[config.mk]
export PLATFORM = sky130hd
export DESIGN_NAME = weight_stability_window
export DESIGN_NICKNAME = d
export VERILOG_FILES = /design/src/rtl/wsw_pkg.sv /design/src/rtl/weight_stability_window.sv /design/src/rtl/wsw_dp.sv /design/src/rtl/wsw_ctrl.sv
export SDC_FILE = /design/constraint.sdc
export NUM_CORES = 1
export LEC_CHECK = 0
export ABC_AREA = 1
export BUFFER_PORTS_ARGS = -buffer_cell sky130_fd_sc_hd__buf_2
export CORE_ASPECT_RATIO = 0.7
export CORE_MARGIN = 3
export CORE_UTILIZATION = 55
export DETAILED_ROUTE_END_ITERATION = 10
export PLACE_DENSITY = 0.73
export SLEW_MARGIN = 10
export SYNTH_ARGS = -nofsm -noshare
export SYNTH_HDL_FRONTEND = slang
export SYNTH_HIERARCHICAL = 1
export SYNTH_SLANG_ARGS = --single-unit
[constraint.sdc]
create_clock -name clk -period 5.65 [get_ports clk]
set_input_delay 0.2825 -clock clk [delete_from_list [all_inputs] [get_ports clk]]
set_output_delay 0.2825 -clock clk [all_outputs]
set_load 0.02 [all_outputs]
[src/rtl/wsw_pkg.sv]
// ----------------------------------------------------------------------------
// wsw_pkg
// Shared widths, reset values, register indexes, controller states and the
// command and status bundles between controller and datapath.
// ----------------------------------------------------------------------------
package wsw_pkg;

  localparam int SAMPLE_W    = 24;
  localparam int TIME_W      = 32;
  localparam int COUNT_W     = 8;
  localparam int INTERVAL_W  = 16;
  localparam int IN_TDATA_W  = 56;
  localparam int OUT_TDATA_W = 40;
  localparam int CFG_INDEX_W = 2;
  localparam int CFG_DATA_W  = 24;

  localparam logic [SAMPLE_W-1:0]   SPREAD_RESET   = 24'd240;
  localparam logic [COUNT_W-1:0]    HOLD_RESET     = 8'd4;
  localparam logic [INTERVAL_W-1:0] INTERVAL_RESET = 16'd300;
  localparam logic [COUNT_W-1:0]    COUNT_MAX      = 8'd255;

  localparam logic [CFG_INDEX_W-1:0] REG_SPREAD   = 2'd0;
  localparam logic [CFG_INDEX_W-1:0] REG_HOLD     = 2'd1;
  localparam logic [CFG_INDEX_W-1:0] REG_INTERVAL = 2'd2;

  typedef enum logic [2:0] {
    S_IDLE,
    S_DECIDE,
    S_SCAN,
    S_CHECK,
    S_DIV,
    S_DONE
  } wsw_state_t;

  typedef struct packed {
    logic latch;
    logic decide;
    logic scan_run;
    logic check;
    logic div_run;
    logic out_load;
  } wsw_cmd_t;

  typedef struct packed {
    logic scan_done;
    logic div_done;
    logic out_free;
  } wsw_stat_t;

endpackage

[src/rtl/weight_stability_window.sv]
// ----------------------------------------------------------------------------
// weight_stability_window
// Moving-window weight averaging and stability detection for load-cell samples.
// ----------------------------------------------------------------------------
// Each input item either offers a weight sample with its millisecond timestamp
// or clears the window, and yields exactly one result item. An item occupies
// the block from its acceptance until its result is in the output register,
// waiting for that register to come free: the window memory is read one
// entry per cycle to form the sum, minimum and maximum, and the mean then
// comes from a restoring divider that yields one quotient bit per cycle. The
// next item is taken as soon as the result is in the output register, even
// if that result has not yet been taken downstream. Neither the input nor the
// configuration channel is ready during reset. Configuration writes are
// otherwise always ready and are meant to be made while no item is in flight.
// ----------------------------------------------------------------------------
module weight_stability_window
  import wsw_pkg::*;
#(
  parameter int WINDOW_SIZE = 8
) (
  input  logic                   clk,
  input  logic                   rst_n,
  input  logic                   in_tvalid,
  output logic                   in_tready,
  input  logic [IN_TDATA_W-1:0]  in_tdata,   // weight_sample[23:0], time_ms[55:24]
  input  logic                   in_tuser,   // cmd
  output logic                   out_tvalid,
  input  logic                   out_tready,
  output logic [OUT_TDATA_W-1:0] out_tdata,  // accepted[0], window_full[1],
                                             // average_weight[25:2],
                                             // stable_count[33:26], is_stable[34]
  input  logic                   cfg_valid,
  output logic                   cfg_ready,
  input  logic [CFG_INDEX_W-1:0] cfg_index,
  input  logic [CFG_DATA_W-1:0]  cfg_data
);

  wsw_cmd_t  cmd;
  wsw_stat_t stat;

  assign cfg_ready = rst_n;

  wsw_ctrl u_ctrl (
    .clk       (clk),
    .rst_n     (rst_n),
    .in_tvalid (in_tvalid),
    .in_tready (in_tready),
    .stat      (stat),
    .cmd       (cmd)
  );

  wsw_dp #(
    .WINDOW_SIZE (WINDOW_SIZE)
  ) u_dp (
    .clk        (clk),
    .rst_n      (rst_n),
    .cmd        (cmd),
    .stat       (stat),
    .cfg_valid  (cfg_valid),
    .cfg_index  (cfg_index),
    .cfg_data   (cfg_data),
    .in_cmd     (in_tuser),
    .in_weight  (in_tdata[SAMPLE_W-1:0]),
    .in_time    (in_tdata[SAMPLE_W+TIME_W-1:SAMPLE_W]),
    .out_tvalid (out_tvalid),
    .out_tready (out_tready),
    .out_tdata  (out_tdata)
  );

endmodule

[src/rtl/wsw_dp.sv]
// ----------------------------------------------------------------------------
// wsw_dp
// Datapath: configuration registers, sample window memory, window scan for
// sum, minimum and maximum, hold counter, bit-serial divider and output
// register.
// ----------------------------------------------------------------------------
module wsw_dp
  import wsw_pkg::*;
#(
  parameter int WINDOW_SIZE = 8
) (
  input  logic                        clk,
  input  logic                        rst_n,
  input  wsw_cmd_t                    cmd,
  output wsw_stat_t                   stat,
  input  logic                        cfg_valid,
  input  logic [CFG_INDEX_W-1:0]      cfg_index,
  input  logic [CFG_DATA_W-1:0]       cfg_data,
  input  logic                        in_cmd,
  input  logic signed [SAMPLE_W-1:0]  in_weight,
  input  logic [TIME_W-1:0]           in_time,
  output logic                        out_tvalid,
  input  logic                        out_tready,
  output logic [OUT_TDATA_W-1:0]      out_tdata
);

  localparam int IDX_W  = (WINDOW_SIZE > 1) ? $clog2(WINDOW_SIZE) : 1;
  localparam int CNT_W  = $clog2(WINDOW_SIZE + 1);
  localparam int SUM_W  = SAMPLE_W + CNT_W;
  localparam int DCNT_W = $clog2(SUM_W + 1);
  localparam int PAD_W  = OUT_TDATA_W - (3 + SAMPLE_W + COUNT_W);
  localparam logic [CNT_W-1:0]  WIN_N    = CNT_W'(WINDOW_SIZE);
  localparam logic [IDX_W-1:0]  IDX_LAST = IDX_W'(WINDOW_SIZE - 1);
  localparam logic [DCNT_W-1:0] DIV_STEPS = DCNT_W'(SUM_W);

  // configuration
  logic [SAMPLE_W-1:0]   spread_thr_r;
  logic [COUNT_W-1:0]    hold_req_r;
  logic [INTERVAL_W-1:0] interval_r;

  // latched item
  logic                       cmd_r;
  logic signed [SAMPLE_W-1:0] weight_r;
  logic [TIME_W-1:0]          time_r;

  // window state
  logic signed [SAMPLE_W-1:0] window_mem [WINDOW_SIZE];
  logic [IDX_W-1:0]           wr_idx_r;
  logic                       full_r;
  logic [COUNT_W-1:0]         hold_cnt_r;
  logic [TIME_W-1:0]          last_time_r;
  logic                       stored_r;

  // scan
  logic [CNT_W-1:0]           scan_addr_r;
  logic                       rd_vld_r;
  logic signed [SAMPLE_W-1:0] rd_data_r;
  logic                       first_r;
  logic signed [SUM_W-1:0]    sum_r;
  logic signed [SAMPLE_W-1:0] min_r;
  logic signed [SAMPLE_W-1:0] max_r;

  // divider
  logic [SUM_W-1:0]  quo_r;
  logic [CNT_W-1:0]  rem_r;
  logic [DCNT_W-1:0] dcnt_r;
  logic              neg_r;

  // output
  logic                   out_valid_r;
  logic [OUT_TDATA_W-1:0] out_data_r;

  logic [TIME_W-1:0]        elapsed;
  logic                     do_store;
  logic [CNT_W-1:0]         n_fill;
  logic                     scan_more;
  logic                     scan_issue;
  logic [SAMPLE_W:0]        spread;
  logic                     spread_ok;
  logic [SUM_W-1:0]         sum_abs;
  logic [CNT_W:0]           trial;
  logic                     trial_ge;
  logic [SAMPLE_W-1:0]      quo_low;
  logic [SAMPLE_W-1:0]      avg;
  logic                     is_stable;

  assign elapsed    = time_r - last_time_r;
  assign do_store   = !cmd_r && (elapsed >= TIME_W'(interval_r));
  assign n_fill     = full_r ? WIN_N : CNT_W'(wr_idx_r);
  assign scan_more  = scan_addr_r < n_fill;
  assign scan_issue = cmd.scan_run && scan_more;
  assign spread     = {max_r[SAMPLE_W-1], max_r} - {min_r[SAMPLE_W-1], min_r};
  assign spread_ok  = spread < {1'b0, spread_thr_r};
  assign sum_abs    = sum_r[SUM_W-1] ? SUM_W'(-sum_r) : SUM_W'(sum_r);
  assign trial      = {rem_r, quo_r[SUM_W-1]};
  assign trial_ge   = trial >= {1'b0, n_fill};
  assign quo_low    = quo_r[SAMPLE_W-1:0];
  assign avg        = (n_fill == '0) ? '0 : (neg_r ? (-quo_low) : quo_low);
  assign is_stable  = hold_cnt_r >= hold_req_r;

  assign stat.scan_done = !scan_more && !rd_vld_r;
  assign stat.div_done  = (dcnt_r == '0);
  assign stat.out_free  = !out_valid_r || out_tready;

  assign out_tvalid = out_valid_r;
  assign out_tdata  = out_data_r;

  always_ff @(posedge clk) begin
    if (!rst_n) begin
      spread_thr_r <= SPREAD_RESET;
      hold_req_r   <= HOLD_RESET;
      interval_r   <= INTERVAL_RESET;
    end else if (cfg_valid) begin
      case (cfg_index)
        REG_SPREAD:   spread_thr_r <= cfg_data;
        REG_HOLD:     hold_req_r   <= cfg_data[COUNT_W-1:0];
        REG_INTERVAL: interval_r   <= cfg_data[INTERVAL_W-1:0];
        default: ;
      endcase
    end
  end

  always_ff @(posedge clk) begin
    if (cmd.latch) begin
      cmd_r    <= in_cmd;
      weight_r <= in_weight;
      time_r   <= in_time;
    end
  end

  always_ff @(posedge clk) begin
    if (!rst_n) begin
      wr_idx_r    <= '0;
      full_r      <= 1'b0;
      hold_cnt_r  <= '0;
      last_time_r <= '0;
      stored_r    <= 1'b0;
    end else if (cmd.decide) begin
      if (cmd_r) begin
        wr_idx_r   <= '0;
        full_r     <= 1'b0;
        hold_cnt_r <= '0;
        stored_r   <= 1'b0;
      end else if (do_store) begin
        stored_r    <= 1'b1;
        last_time_r <= time_r;
        if (wr_idx_r == IDX_LAST) begin
          wr_idx_r <= '0;
          full_r   <= 1'b1;
        end else begin
          wr_idx_r <= wr_idx_r + 1'b1;
        end
      end else begin
        stored_r <= 1'b0;
      end
    end else if (cmd.check && stored_r) begin
      if (!full_r || !spread_ok) begin
        hold_cnt_r <= '0;
      end else if (hold_cnt_r != COUNT_MAX) begin
        hold_cnt_r <= hold_cnt_r + 1'b1;
      end
    end
  end

  // window memory, one write and one registered read port
  always_ff @(posedge clk) begin
    if (cmd.decide && do_store) begin
      window_mem[wr_idx_r] <= weight_r;
    end
    if (scan_issue) begin
      rd_data_r <= window_mem[scan_addr_r[IDX_W-1:0]];
    end
  end

  always_ff @(posedge clk) begin
    if (!rst_n) begin
      scan_addr_r <= '0;
      rd_vld_r    <= 1'b0;
    end else if (cmd.decide) begin
      scan_addr_r <= '0;
      rd_vld_r    <= 1'b0;
    end else if (cmd.scan_run) begin
      rd_vld_r <= scan_more;
      if (scan_more) begin
        scan_addr_r <= scan_addr_r + 1'b1;
      end
    end
  end

  always_ff @(posedge clk) begin
    if (cmd.decide) begin
      sum_r   <= '0;
      first_r <= 1'b1;
    end else if (cmd.scan_run && rd_vld_r) begin
      sum_r   <= sum_r + SUM_W'(rd_data_r);
      first_r <= 1'b0;
      if (first_r || (rd_data_r < min_r)) begin
        min_r <= rd_data_r;
      end
      if (first_r || (rd_data_r > max_r)) begin
        max_r <= rd_data_r;
      end
    end
  end

  // restoring divider, one quotient bit per cycle
  always_ff @(posedge clk) begin
    if (!rst_n) begin
      dcnt_r <= '0;
    end else if (cmd.check) begin
      dcnt_r <= DIV_STEPS;
    end else if (cmd.div_run && (dcnt_r != '0)) begin
      dcnt_r <= dcnt_r - 1'b1;
    end
  end

  always_ff @(posedge clk) begin
    if (cmd.check) begin
      quo_r <= sum_abs;
      rem_r <= '0;
      neg_r <= sum_r[SUM_W-1];
    end else if (cmd.div_run && (dcnt_r != '0)) begin
      quo_r <= {quo_r[SUM_W-2:0], trial_ge};
      if (trial_ge) begin
        rem_r <= CNT_W'(trial - {1'b0, n_fill});
      end else begin
        rem_r <= trial[CNT_W-1:0];
      end
    end
  end

  always_ff @(posedge clk) begin
    if (!rst_n) begin
      out_valid_r <= 1'b0;
    end else if (cmd.out_load) begin
      out_valid_r <= 1'b1;
    end else if (out_tready) begin
      out_valid_r <= 1'b0;
    end
  end

  always_ff @(posedge clk) begin
    if (cmd.out_load) begin
      out_data_r <= {{PAD_W{1'b0}}, is_stable, hold_cnt_r, avg, full_r, stored_r};
    end
  end

endmodule

[src/rtl/wsw_ctrl.sv]
// ----------------------------------------------------------------------------
// wsw_ctrl
// Controller: steps one item through decide, window scan, stability check,
// division and hand-over to the output register.
// ----------------------------------------------------------------------------
module wsw_ctrl
  import wsw_pkg::*;
(
  input  logic      clk,
  input  logic      rst_n,
  input  logic      in_tvalid,
  output logic      in_tready,
  input  wsw_stat_t stat,
  output wsw_cmd_t  cmd
);

  wsw_state_t state_r;
  wsw_state_t state_nxt;

  always_ff @(posedge clk) begin
    if (!rst_n) begin
      state_r <= S_IDLE;
    end else begin
      state_r <= state_nxt;
    end
  end

  always_comb begin
    state_nxt = state_r;
    cmd       = '0;
    in_tready = 1'b0;
    case (state_r)
      S_IDLE: begin
        in_tready = rst_n;
        if (in_tvalid && rst_n) begin
          cmd.latch = 1'b1;
          state_nxt = S_DECIDE;
        end
      end
      S_DECIDE: begin
        cmd.decide = 1'b1;
        state_nxt  = S_SCAN;
      end
      S_SCAN: begin
        cmd.scan_run = 1'b1;
        if (stat.scan_done) begin
          state_nxt = S_CHECK;
        end
      end
      S_CHECK: begin
        cmd.check = 1'b1;
        state_nxt = S_DIV;
      end
      S_DIV: begin
        cmd.div_run = 1'b1;
        if (stat.div_done) begin
          state_nxt = S_DONE;
        end
      end
      S_DONE: begin
        if (stat.out_free) begin
          cmd.out_load = 1'b1;
          state_nxt    = S_IDLE;
        end
      end
      default: begin
        state_nxt = S_IDLE;
      end
    endcase
  end

endmodule

# Word level (Yosys, flattened, before mapping)
# Memories as Yosys holds them, arrays and structs flattened. A register that Yosys moved wholly into a read port is not among the register bits.
# Index checks and enable logic that the tools add are counted.
[classes]
n_shift = 0
n_reduce_logical = 42
n_mul = 0
div = 0
muxes = 39
magnitude_cmp = 7
bitwise_logic = 3
n_eq_ne = 14
add_sub_neg = 10
[ops]
columns = ["op", "n"]
rows = [
  ["28-bit 2-to-1 mux", 3],
  ["8-bit 2-to-1 mux", 5],
  ["32-bit by 16-bit >= comparator with 1-bit output", 1],
  ["32-bit subtractor", 1],
  ["28-bit by 24-bit adder with 28-bit output", 1],
  ["28-bit negation", 1],
  ["25-bit by 24-bit < comparator with 1-bit output", 1],
  ["24-bit by 24-bit subtractor with 25-bit output", 1],
  ["24-bit > comparator", 1],
  ["24-bit < comparator", 1],
  ["24-bit 2-to-1 mux", 1],
  ["24-bit negation", 1],
  ["3-bit 2-to-1 mux", 7],
  ["1-bit 2-to-1 mux", 18],
  ["3-bit one-hot mux with 6 select lines", 1],
  ["3-bit AND reduction", 5],
  ["5-bit 2-to-1 mux", 2],
  ["2-bit AND reduction", 5],
  ["2-bit nonzero test", 5],
  ["3-bit equality test, second input constant", 3],
  ["8-bit by 1-bit adder with 8-bit output, second input constant", 1],
  ["8-bit >= comparator", 1],
  ["1-bit logical AND", 8],
  ["4-bit 2-to-1 mux", 2],
  ["other kinds (24)", 39],
]
[word_totals]
mem_bits_rw = 192
latchBits = 0
word_cells = 142
romBits = 0
regBits = 309
n_memories = 1
output_inout_bits = 43
[mem_list]
columns = ["memory", "words", "width", "read_ports", "rd_clocked_by_memory_dff", "wr", "line_no", "rtl"]
rows = [
  ["u_dp.window_mem", 8, 24, 1, 1, 1, "wsw_dp.sv:47", "logic signed [SAMPLE_W-1:0] window_mem [WINDOW_SIZE];"],
]

# Longest topological paths before layout
# Gate-level depths: netlist (run 1).
[logic_depth]
ltp_word = 7
mapped_depth = 28

# Modules after synthesis
# The synthesis (run 1) kept the hierarchy.
[by_module_without_submodules]
columns = ["module", "seq_area_each_um2", "area_each_um2", "cells_per_inst", "instances"]
rows = [
  ["wsw_dp", 14303.7, 27551.4, 3026, 1],
  ["wsw_ctrl", 60.1, 225.2, 38, 1],
  ["weight_stability_window", 0.0, 7.5, 1, 1],
]

# Least setup slack after synthesis (run 1)
# No wires, ideal clock.
[synth_path]
path_kind = "reg2reg"
startpoint = "register u_dp.time_r[0]"
endpoint = "memory u_dp.window_mem[1][0], enable pin"
required_ns = 5.245
path_stages_with_launch = 26
path_buffers = 0
arrival_ns = 3.780
setup_slack_ns = 1.465
setup_time_ns = 0.405
synth_period_minus_slack_ns = 4.185
cell_sequence = "edfxtp_1 -> inv_1 -> ha_1 -> inv_1 -> fa_1 -> nand2_1 -> nand2_1 -> nand3_1 -> nand2_1 -> xor2_1 -> ha_1 -> nand2_1 -> o21a_1 -> nand2_1 -> nand2_1 -> nand2_1 -> nand2_1 -> nand3_1 -> nor2_1 -> nand3_1 -> nor2_4 -> nand3_4 -> nand2_8 -> inv_6 -> nand2_1 -> nor2_1"
[synth_via]
elab_chain_cells = 6
[synth_rtl]
columns = ["item", "line_no", "rtl"]
rows = [
  ["from (decl)", "wsw_dp.sv:44", "logic [TIME_W-1:0] time_r;"],
  ["from (signal assigned)", "wsw_dp.sv:127", "time_r <= in_time;"],
  ["32-bit subtractor", "wsw_dp.sv:87", "assign elapsed = time_r - last_time_r;"],
  ["32-bit by 16-bit >= comparator with 1-bit output", "wsw_dp.sv:88", "assign do_store = !cmd_r && (elapsed >= TIME_W'(interval_r));"],
  ["1-bit logical AND", "wsw_dp.sv:88", ""],
  ["1-bit logical AND", "wsw_dp.sv:167", "if (cmd.decide && do_store) begin"],
  ["1-bit 2-to-1 mux", "wsw_dp.sv:167", ""],
  ["1-bit 2-to-1 mux (implied by the code)", "wsw_dp.sv:168", "window_mem[wr_idx_r] <= weight_r;"],
  ["to (decl)", "wsw_dp.sv:47", ""],
]
# Every way passes these cells.

# Worst setup path after layout (run 1)
[layout_path]
startpoint = "register u_dp.time_r[0]"
endpoint = "memory u_dp.window_mem[5][7], enable pin"
# The elaborated chain is that of the path after synthesis.

==> results of run 1 <==
[sequential cells by signal, indices dropped and copies added (netlist names), 3 cells and up]
name and flops:
u_ctrl/state_r 3, u_dp/dcnt_r 5, u_dp/hold_cnt_r 8, u_dp/hold_req_r 8
u_dp/interval_r 16, u_dp/last_time_r 32, u_dp/max_r 24, u_dp/min_r 24
u_dp/out_tdata 35, u_dp/quo_r 28, u_dp/rd_data_r 24, u_dp/rem_r 4
u_dp/scan_addr_r 4, u_dp/spread_thr_r 24, u_dp/sum_r 28, u_dp/time_r 32
u_dp/weight_r 24, u_dp/window_mem 192, u_dp/wr_idx_r 3
[cells in the mapped netlist (42+ instances only)]
| library cell | instances |
|---|---|
| sky130_fd_sc_hd__nor3_1 | 42 |
| sky130_fd_sc_hd__nand2_1 | 471 |
| sky130_fd_sc_hd__ha_1 | 190 |
| sky130_fd_sc_hd__dfxtp_1 | 140 |
| sky130_fd_sc_hd__xor2_1 | 63 |
| sky130_fd_sc_hd__clkbuf_1 | 72 |
| sky130_fd_sc_hd__edfxtp_1 | 385 |
| sky130_fd_sc_hd__a21oi_1 | 222 |
| sky130_fd_sc_hd__inv_1 | 408 |
| sky130_fd_sc_hd__nand3_1 | 92 |
| sky130_fd_sc_hd__nor2_1 | 373 |
| sky130_fd_sc_hd__o21ai_0 | 260 |
[cells by family (layout without fill, tap and decap cells)]
group / Yosys count / after routing
AOI/OAI and AO/OA: 658 / 658
xor gates and xnor gates: 84 / 84
adders and majority gates: 194 / 194
buffers and inverters: 507 / 740
DFF: 525 / 525
other: 1 / 5
and+or+nand+nor: 1096 / 1096
[power breakdown]
group          internal, mW  switching, mW  total (mW)  leakage [nW]
registers              4.27          0.116        4.39          4.62
clock network          1.97           1.51        3.48         0.837
logic                 0.450          0.814        1.26          7.87
total                  6.69           2.44        9.13          13.3
[worst paths after layout]
| check | to | slack, ps | cells after the start |
|---|---|---|---|
| setup / recovery | u_dp/window_mem[5][7] | 910 | 26 |
| hold / removal | u_dp/interval_r[10] | 30 | 3 |
| setup reg to reg | u_dp/window_mem[5][7] | 910 | 26 |
| hold reg to reg | u_dp/out_tdata[0] | 440 | 0 |
[repair_timing]
item,CTS,global route
endpoints found under the hold margin,87,0
buffers inserted,0,0
endpoints found under the setup margin,0,0
hold buffers,76,0
[area by class of cell]
type                       count  area, um2
clock buffer                  70       1420
inverter                     418       1570
tap                          665        832
fill                        4039      18000
timing repair buffer         226       1570
clock inverter                26        308
sequential                   525      14400
multi-input combinational   2037      11500
[cell usage in the layout, fill, tap and decap left out, types with 27 or more instances in the layout]
master,n
sky130_fd_sc_hd__a21oi_1,220
sky130_fd_sc_hd__a31oi_1,39
sky130_fd_sc_hd__buf_2,125
sky130_fd_sc_hd__clkbuf_16,52
sky130_fd_sc_hd__dfxtp_1,139
sky130_fd_sc_hd__dlygate4sd3_1,76
sky130_fd_sc_hd__edfxtp_1,385
sky130_fd_sc_hd__ha_1,190
sky130_fd_sc_hd__inv_1,406
sky130_fd_sc_hd__nand2_1,471
sky130_fd_sc_hd__nand3_1,92
sky130_fd_sc_hd__nor2_1,363
sky130_fd_sc_hd__nor2_2,47
sky130_fd_sc_hd__nor3_1,40
sky130_fd_sc_hd__o21ai_0,260
sky130_fd_sc_hd__o21ai_1,37
sky130_fd_sc_hd__o22ai_1,27
sky130_fd_sc_hd__xor2_1,63
[routing by layer]
metal	track usage, %	vias to the layer above
li1	-	10800
met1	40.5	10300
met2	38.2	826
met3	4.97	107
met4	6.58	0
met5	0	-
[worst max-delay path, stage by stage, from the launching register on]
cell,delay (ps)
sky130_fd_sc_hd__edfxtp_1,380
sky130_fd_sc_hd__inv_1,80
sky130_fd_sc_hd__ha_1,160
sky130_fd_sc_hd__inv_1,90
sky130_fd_sc_hd__fa_1,440
sky130_fd_sc_hd__nand2_1,110
sky130_fd_sc_hd__nand2_1,80
sky130_fd_sc_hd__nand3_1,70
sky130_fd_sc_hd__nand2_1,90
sky130_fd_sc_hd__xor2_1,160
sky130_fd_sc_hd__ha_1,280
sky130_fd_sc_hd__nand2_1,60
sky130_fd_sc_hd__o21a_1,180
sky130_fd_sc_hd__nand2_1,120
sky130_fd_sc_hd__nand2_1,80
sky130_fd_sc_hd__nand2_1,90
sky130_fd_sc_hd__nand2_1,80
sky130_fd_sc_hd__nand3_1,90
sky130_fd_sc_hd__nor2_1,50
sky130_fd_sc_hd__nand3_1,130
sky130_fd_sc_hd__nor2_4,50
sky130_fd_sc_hd__nand3_4,90
sky130_fd_sc_hd__nand2_8,170
sky130_fd_sc_hd__inv_6,440
sky130_fd_sc_hd__nand2_1,260
sky130_fd_sc_hd__nor2_2,150
sky130_fd_sc_hd__buf_4,340
==> flow_results.org, run 1 <==
** Synth
- Summing the areas of all xor and xnor instances in the mapped netlist gives 2.65% of the synthesized area.
- The synthesized design contains 385 enable-type register cells.
- After synthesis, the netlist uses 53 different library cells.
- Combinational family with the most area after synthesis :: simple AND/OR/NAND/NOR gates
- Post-synth design cell area :: 27,800 um2
- Summing the areas of all and, or, nand and nor instances in the mapped netlist gives 16.8% of the synthesized area.
- Among all flip-flop cells after synthesis, the most frequent one is sky130_fd_sc_hd__edfxtp_1.
- After synthesis, the share of flip-flops with an asynchronous set or reset is 0%.
- In this run the mean area of a mapped cell was 9.06 um2.
- Summed over its instances, the top area cell type makes up 41.6% of the synthesized netlist area.
- Synth Register Bits :: 525
- Mux share of post-synthesis cell area :: 0%
- The synthesized netlist devotes 12.8% of its cell area to compound gates.
- The share of the Yosys chip area taken by registers is 51.7%.
- In the synthesized netlist, the number of instances is 3,065.
- Cells taking the most area after synthesis :: sky130_fd_sc_hd__edfxtp_1 42%, sky130_fd_sc_hd__dfxtp_1 10%, sky130_fd_sc_hd__ha_1 8.6%
- Area share of fa/ha/maj cells after synthesis :: 8.84%
- Warning count from the yosys run :: 6
- Post-synth top area cell :: sky130_fd_sc_hd__edfxtp_1

** Worst setup path
- The worst register-to-register path begins at u_dp/time_r[0].
- Arr. time, crit path :: 5010 ps
- The most critical setup path has its startpoint at u_dp/time_r[0].
- At the worst endpoint, the required time is 5920 ps.
- CP endpoint kind :: flip-flop
- STA classifies the critical path startpoint as a flip-flop.
- By startpoint and endpoint, the worst setup path is classified as flip-flop to flip-flop.
- Along the worst path, the maximum fanout reaches 34.

** Cells and area
- Final Util :: 63.7%
- The repair_antennas step left the layout with diodes totalling 0.
- Fraction of layout cells with a size suffix above 1 :: 9.81%
- The area growth from synthesis to layout is 13.7%.
- With fillers left out, the area of the finished cells amounts to 31,600 um2.
- Non-filler cells in the finished layout :: 3,967
- Count of nets after finishing :: 3,541

** Routing
- Sum of met2 wire segment lengths after detailed routing :: 29,500 um
- Post-DR wirelength/cell :: 17.8 um
- The pre-antenna-repair detailed-routing pass consisted of 7 iterations.
- After detailed routing, the number of vias per cell comes to 5.53.
- Wire length on met3 :: 6130 um
- Initial drt markers :: 2,115
- Detailed routing inserted a total of 22,000 vias.
- Top routing layer used :: met4
- In this run the remaining antenna-violating nets after routing total 0.
- Wires add up to 70,700 um.
- Total DRC errors in the routed layout :: 0
- For this block, wires on met1 add up to 33,600 um.

** Clock network
- CTS tree :: yes
- TritonCTS created 51 clock buffers.
- CTS placed an instance of sky130_fd_sc_hd__clkbuf_16 at the clock tree root.
- In this run the number of H-tree levels came out at 2.
- Number of sinks on the clock net :: 525
- After clock tree synthesis, the repair step resized 0 gates.
- Clock latency on the worst-skew pair, taken at its later pin, is 620 ps.
- Buffer levels on the longest clock path :: 3
- After clock tree synthesis, the clock-pin slew on the worst setup and hold paths is 60 ps.

** Global route
- Global route total overflow :: 0
- Global-route usage over all layers :: 26.3%
- Maximum number of pins on one net before global-route repair :: 97
- Via count of the first global-routing pass :: 20,600
- The first global-routing pass estimated 111,000 um of wire.
- Antenna violations before repair :: 0

** Power
- Worst vdd ir :: 0.367 mV
- The analysis attributes to cell leakage a power of 13.3 nW.
- Pwr Density :: 289 nW/um2
- Total power consumption of the routed design :: 9.13 mW

** Job
- Across the run, the number of max-cap violations was 0.

** STA
- Summed over all failing endpoints, the final setup total negative slack is 0 ps.
- Derived from the worst setup path, the maximum achievable clock frequency is 211 MHz.
- The number of slew-limit violations in the final report is 0.
- Worst-case setup margin in the final layout :: 905 ps
- At the pin with the least slew margin, the transition time is 1130 ps.
- Final count of hold timing violations :: 0
- Setup Skew :: 17.0 ps
- Final Critical Period :: 4740 ps
- Setup repair after global routing missed its margin :: no
- Normalized max-slew margin :: 23.8%
- The worst path uses 84.0% of the clock period.
- Setup violations remaining at the end of the flow were counted as 0.
- The tightest hold path in the finished design has a slack of 35.0 ps.

** Status
- Run status :: finished, final reports clean

** Placement
- Dpl hpwl :: 50,900 um
- Input/output buffers :: 125
- Placed inst area :: 29,100 um2
- Cell Count Post-Placement :: 3,795
- The congestion estimate from routability-driven global placement came to 0.958.
- Before CTS, the worst setup slack after placement is 1050 ps.

** Min path
- Launch point of the worst hold path :: cfg_data[10]
- Min-Delay Path Class :: primary input to flip-flop

** Die
- The total area inside the core boundary comes to 49,600 um2.
- 131 I/O pins were placed.
- Measured along the y axis, the die boundary spans 194 um.
- Number of standard-cell rows in the floorplan :: 68
- Total Die Area :: 53,300 um2
- The initial utilization of the core area, before any placement, comes to 56.0%.
- The floorplan step set the die width to 275 um.
(Power assumes the default switching activity.)
==> inputs of run 2 (changes only) <==
--- a/config.mk
+++ b/config.mk
@@ -11,7 +11,7 @@
 export CORE_MARGIN = 3
 export CORE_UTILIZATION = 55
 export DETAILED_ROUTE_END_ITERATION = 10
-export PLACE_DENSITY = 0.73
+export PLACE_DENSITY = 0.75
 export SLEW_MARGIN = 10
 export SYNTH_ARGS = -nofsm -noshare
 export SYNTH_HDL_FRONTEND = slang
==> constraint.sdc (replaced) <==
create_clock -name clk -period 4 [get_ports clk]
set_input_delay 0.2 -clock clk [delete_from_list [all_inputs] [get_ports clk]]
set_output_delay 0.2 -clock clk [all_outputs]
set_load 0.02 [all_outputs]
==> flow_results.org, run 2 (synthesis gave the netlist of run 1 again) <==
** Power
- For this design the static power due to leakage is 13.5 nW.
- Worst vdd ir :: 0.342 mV
- Power spread over the standard cell area amounts to 402 nW/um2.

** Worst setup path
- The slowest stage of the critical path belongs to the cell sky130_fd_sc_hd__dfxtp_1.
- STA puts the critical path data required time at 4370 ps.
- Arr. time, crit path :: 4270 ps
- Critical Setup Path Class :: flip-flop to flip-flop
- The worst setup path is captured at a flip-flop.
- Setup slack on the worst reg-to-reg path comes out at 100 ps.
- Max FO, Critical Path :: 6
- Most Frequent Cell on Critical Path :: sky130_fd_sc_hd__nand2_1
- The largest single stage delay on the critical path is 400 ps.
- The worst setup path is launched from a flip-flop.

** Routing
- The final layout contains routed wiring with a total length of 73,600 um.
- Initial drt markers :: 2,548
- The first TritonRoute pass finished after 5 iterations.
- The routed layout has 22,500 vias.
- Total DRC errors in the routed layout :: 0
- Routed Antenna Nets :: 0
- Post-DR wirelength/cell :: 18.4 um
- Dividing the detail-routed via count by the number of cells gives 5.63.

** Cells and area
- Antenna Diode Count :: 0
- Count of nets after finishing :: 3,570
- Counting flops per register, the top entry is u_dp/window_mem.
- Final Util :: 64.8%
- Fill cells in the final layout number 3,877.
- Most used cells in the layout excluding fill and tap cells :: 464 x sky130_fd_sc_hd__nand2_1, 407 x sky130_fd_sc_hd__inv_1, 385 x sky130_fd_sc_hd__edfxtp_1
- Fraction of layout cells with a size suffix above 1 :: 11.1%
- The library cell used most frequently in the layout, excluding fill and tap cells, is sky130_fd_sc_hd__nand2_1.
- The area growth from synthesis to layout is 15.8%.
- The register with the most flip-flops in the layout has 192 of them.

** Clock network
- The clock drives 525 sinks.
- Clock Latency Late Sink :: 620 ps
- Maximum level of the CTS H-tree :: 2
- Number of buffers added by the clock tree synthesis step :: 51
- In this run the deepest clock path goes through 3 buffers.
- Clock Root Buffer :: sky130_fd_sc_hd__clkbuf_16
- Clock-pin slew was measured on the worst setup and hold paths at 60 ps.
- TritonCTS built the clock tree.

** STA
- Dividing the final minimum period by the clock period gives 97.4%.
- Headroom to the max-slew limit came out at 18.5%.
- Final number of max-transition violations :: 0
- The final count of hold timing violations came to 0.
- Setup-violating endpoint count in the final report :: 0
- FMAX :: 257 MHz
- At the pin with the least slew margin, the transition time is 1220 ps.
- Worst-case setup margin in the final layout :: 103 ps
- The routed design could run at a clock period as short as 3900 ps.
- The clock arrives with 22.1 ps of skew.

** Die
- The initial utilization of the core area, before any placement, comes to 56.0%.
- DIE WIDTH :: 275 um
- Boundary Pins :: 131
- Row generation in the floorplan step produced 68 rows.
- The core region is 49,600 um2.
- The die covers 53,300 um2.
- From bottom edge to top edge, the die measures 194 um.

** Placement
- Dpl hpwl :: 51,300 um
- Input/output buffers :: 125
- OpenSTA, run right after detailed placement, puts the worst setup slack at -62.9 ps.
- The congestion estimate from routability-driven global placement came to 0.933.

** Status
- Run status :: finished, final reports clean

** Min path
- The tightest min-delay check is of the primary input to flip-flop type.

** Global route
- In the global route stage, overall resource usage came out at 27.0%.
- The first global-routing pass estimated 115,000 um of wire.
- Maximum number of pins on one net before global-route repair :: 99
- Antenna violations before repair :: 1
- The number of global-route vias before repair was 21,300.
- Global route total overflow :: 0

** Job
- Across the run, the number of max-cap violations was 0.
run 2: through the flow:
step	cells	power (mW)	hold WS, ps	setup TNS [ps]	instance area (um2)
floorplan	3069	7.50	299	-35330	27800
global placement	3806	7.97	376	0	29300
CTS	3987	12.9	185	0	31800
global route	3995	13.5	275	-9870	32200
detailed placement	3806	8.03	378	-117	29300
finish	3995	12.9	214	0	32200
run 2: path summary, 6_finish.rpt:
check,start,endpoint,cells past startpoint
min,in_tvalid,u_ctrl/state_r[2],7
max reg2reg,u_dp/last_time_r[4],u_dp/window_mem[0][13],28
max,u_dp/last_time_r[4],u_dp/window_mem[0][13],28
min reg2reg,u_dp/stored_r,u_dp/out_tdata[0],0
run 2: layer usage:
layer  wire (um)  up-vias  global-route usage [%]
li1            -    10800                       -
met1       33500    10600                    41.3
met2       32300      964                    40.2
met3        6350      107                    4.30
met4        1460        0                    6.56
met5           0        -                       0
run 2: timing repair:
action / 4_1_cts / 5_1_grt
pin swaps: 0 / 4
hold endpoints to repair: 112 / 0
endpoints found under the setup margin: 7 / 233
hold buffers: 86 / 0
setup buffers: 0 / 1
gates resized for setup: 3 / 43
cloned: 0 / 7
run 2: worst max-delay path: cells and delay by family, from the launching register on:
kind	cells	cell delay, ps
flip-flops	1	400
adder cells (fa/ha/maj)	2	670
XOR/XNOR	1	220
buffers and inverters	5	390
AO/OA/AOI/OAI	1	130
AND/OR/NAND/NOR	19	1820
run 2: area by class of cell:
cell class	instances	area (um2)	share of cell area [%]
well taps	665	832	2.59
clock inverters	32	295	0.918
multi-input cells	2038	11700	36.4
flip-flops and latches	525	14400	44.7
inverters	418	1570	4.89
clock buffers	63	1350	4.20
repair buffers	254	2040	6.35
run 2: report_power, final:
group          total (mW)  leakage [nW]  switching [mW]  internal (mW)
combinational        1.90          8.09            1.21          0.694
sequential           6.20          4.62           0.168           6.03
clock                4.82         0.804            2.14           2.68
total                12.9          13.5            3.51           9.41
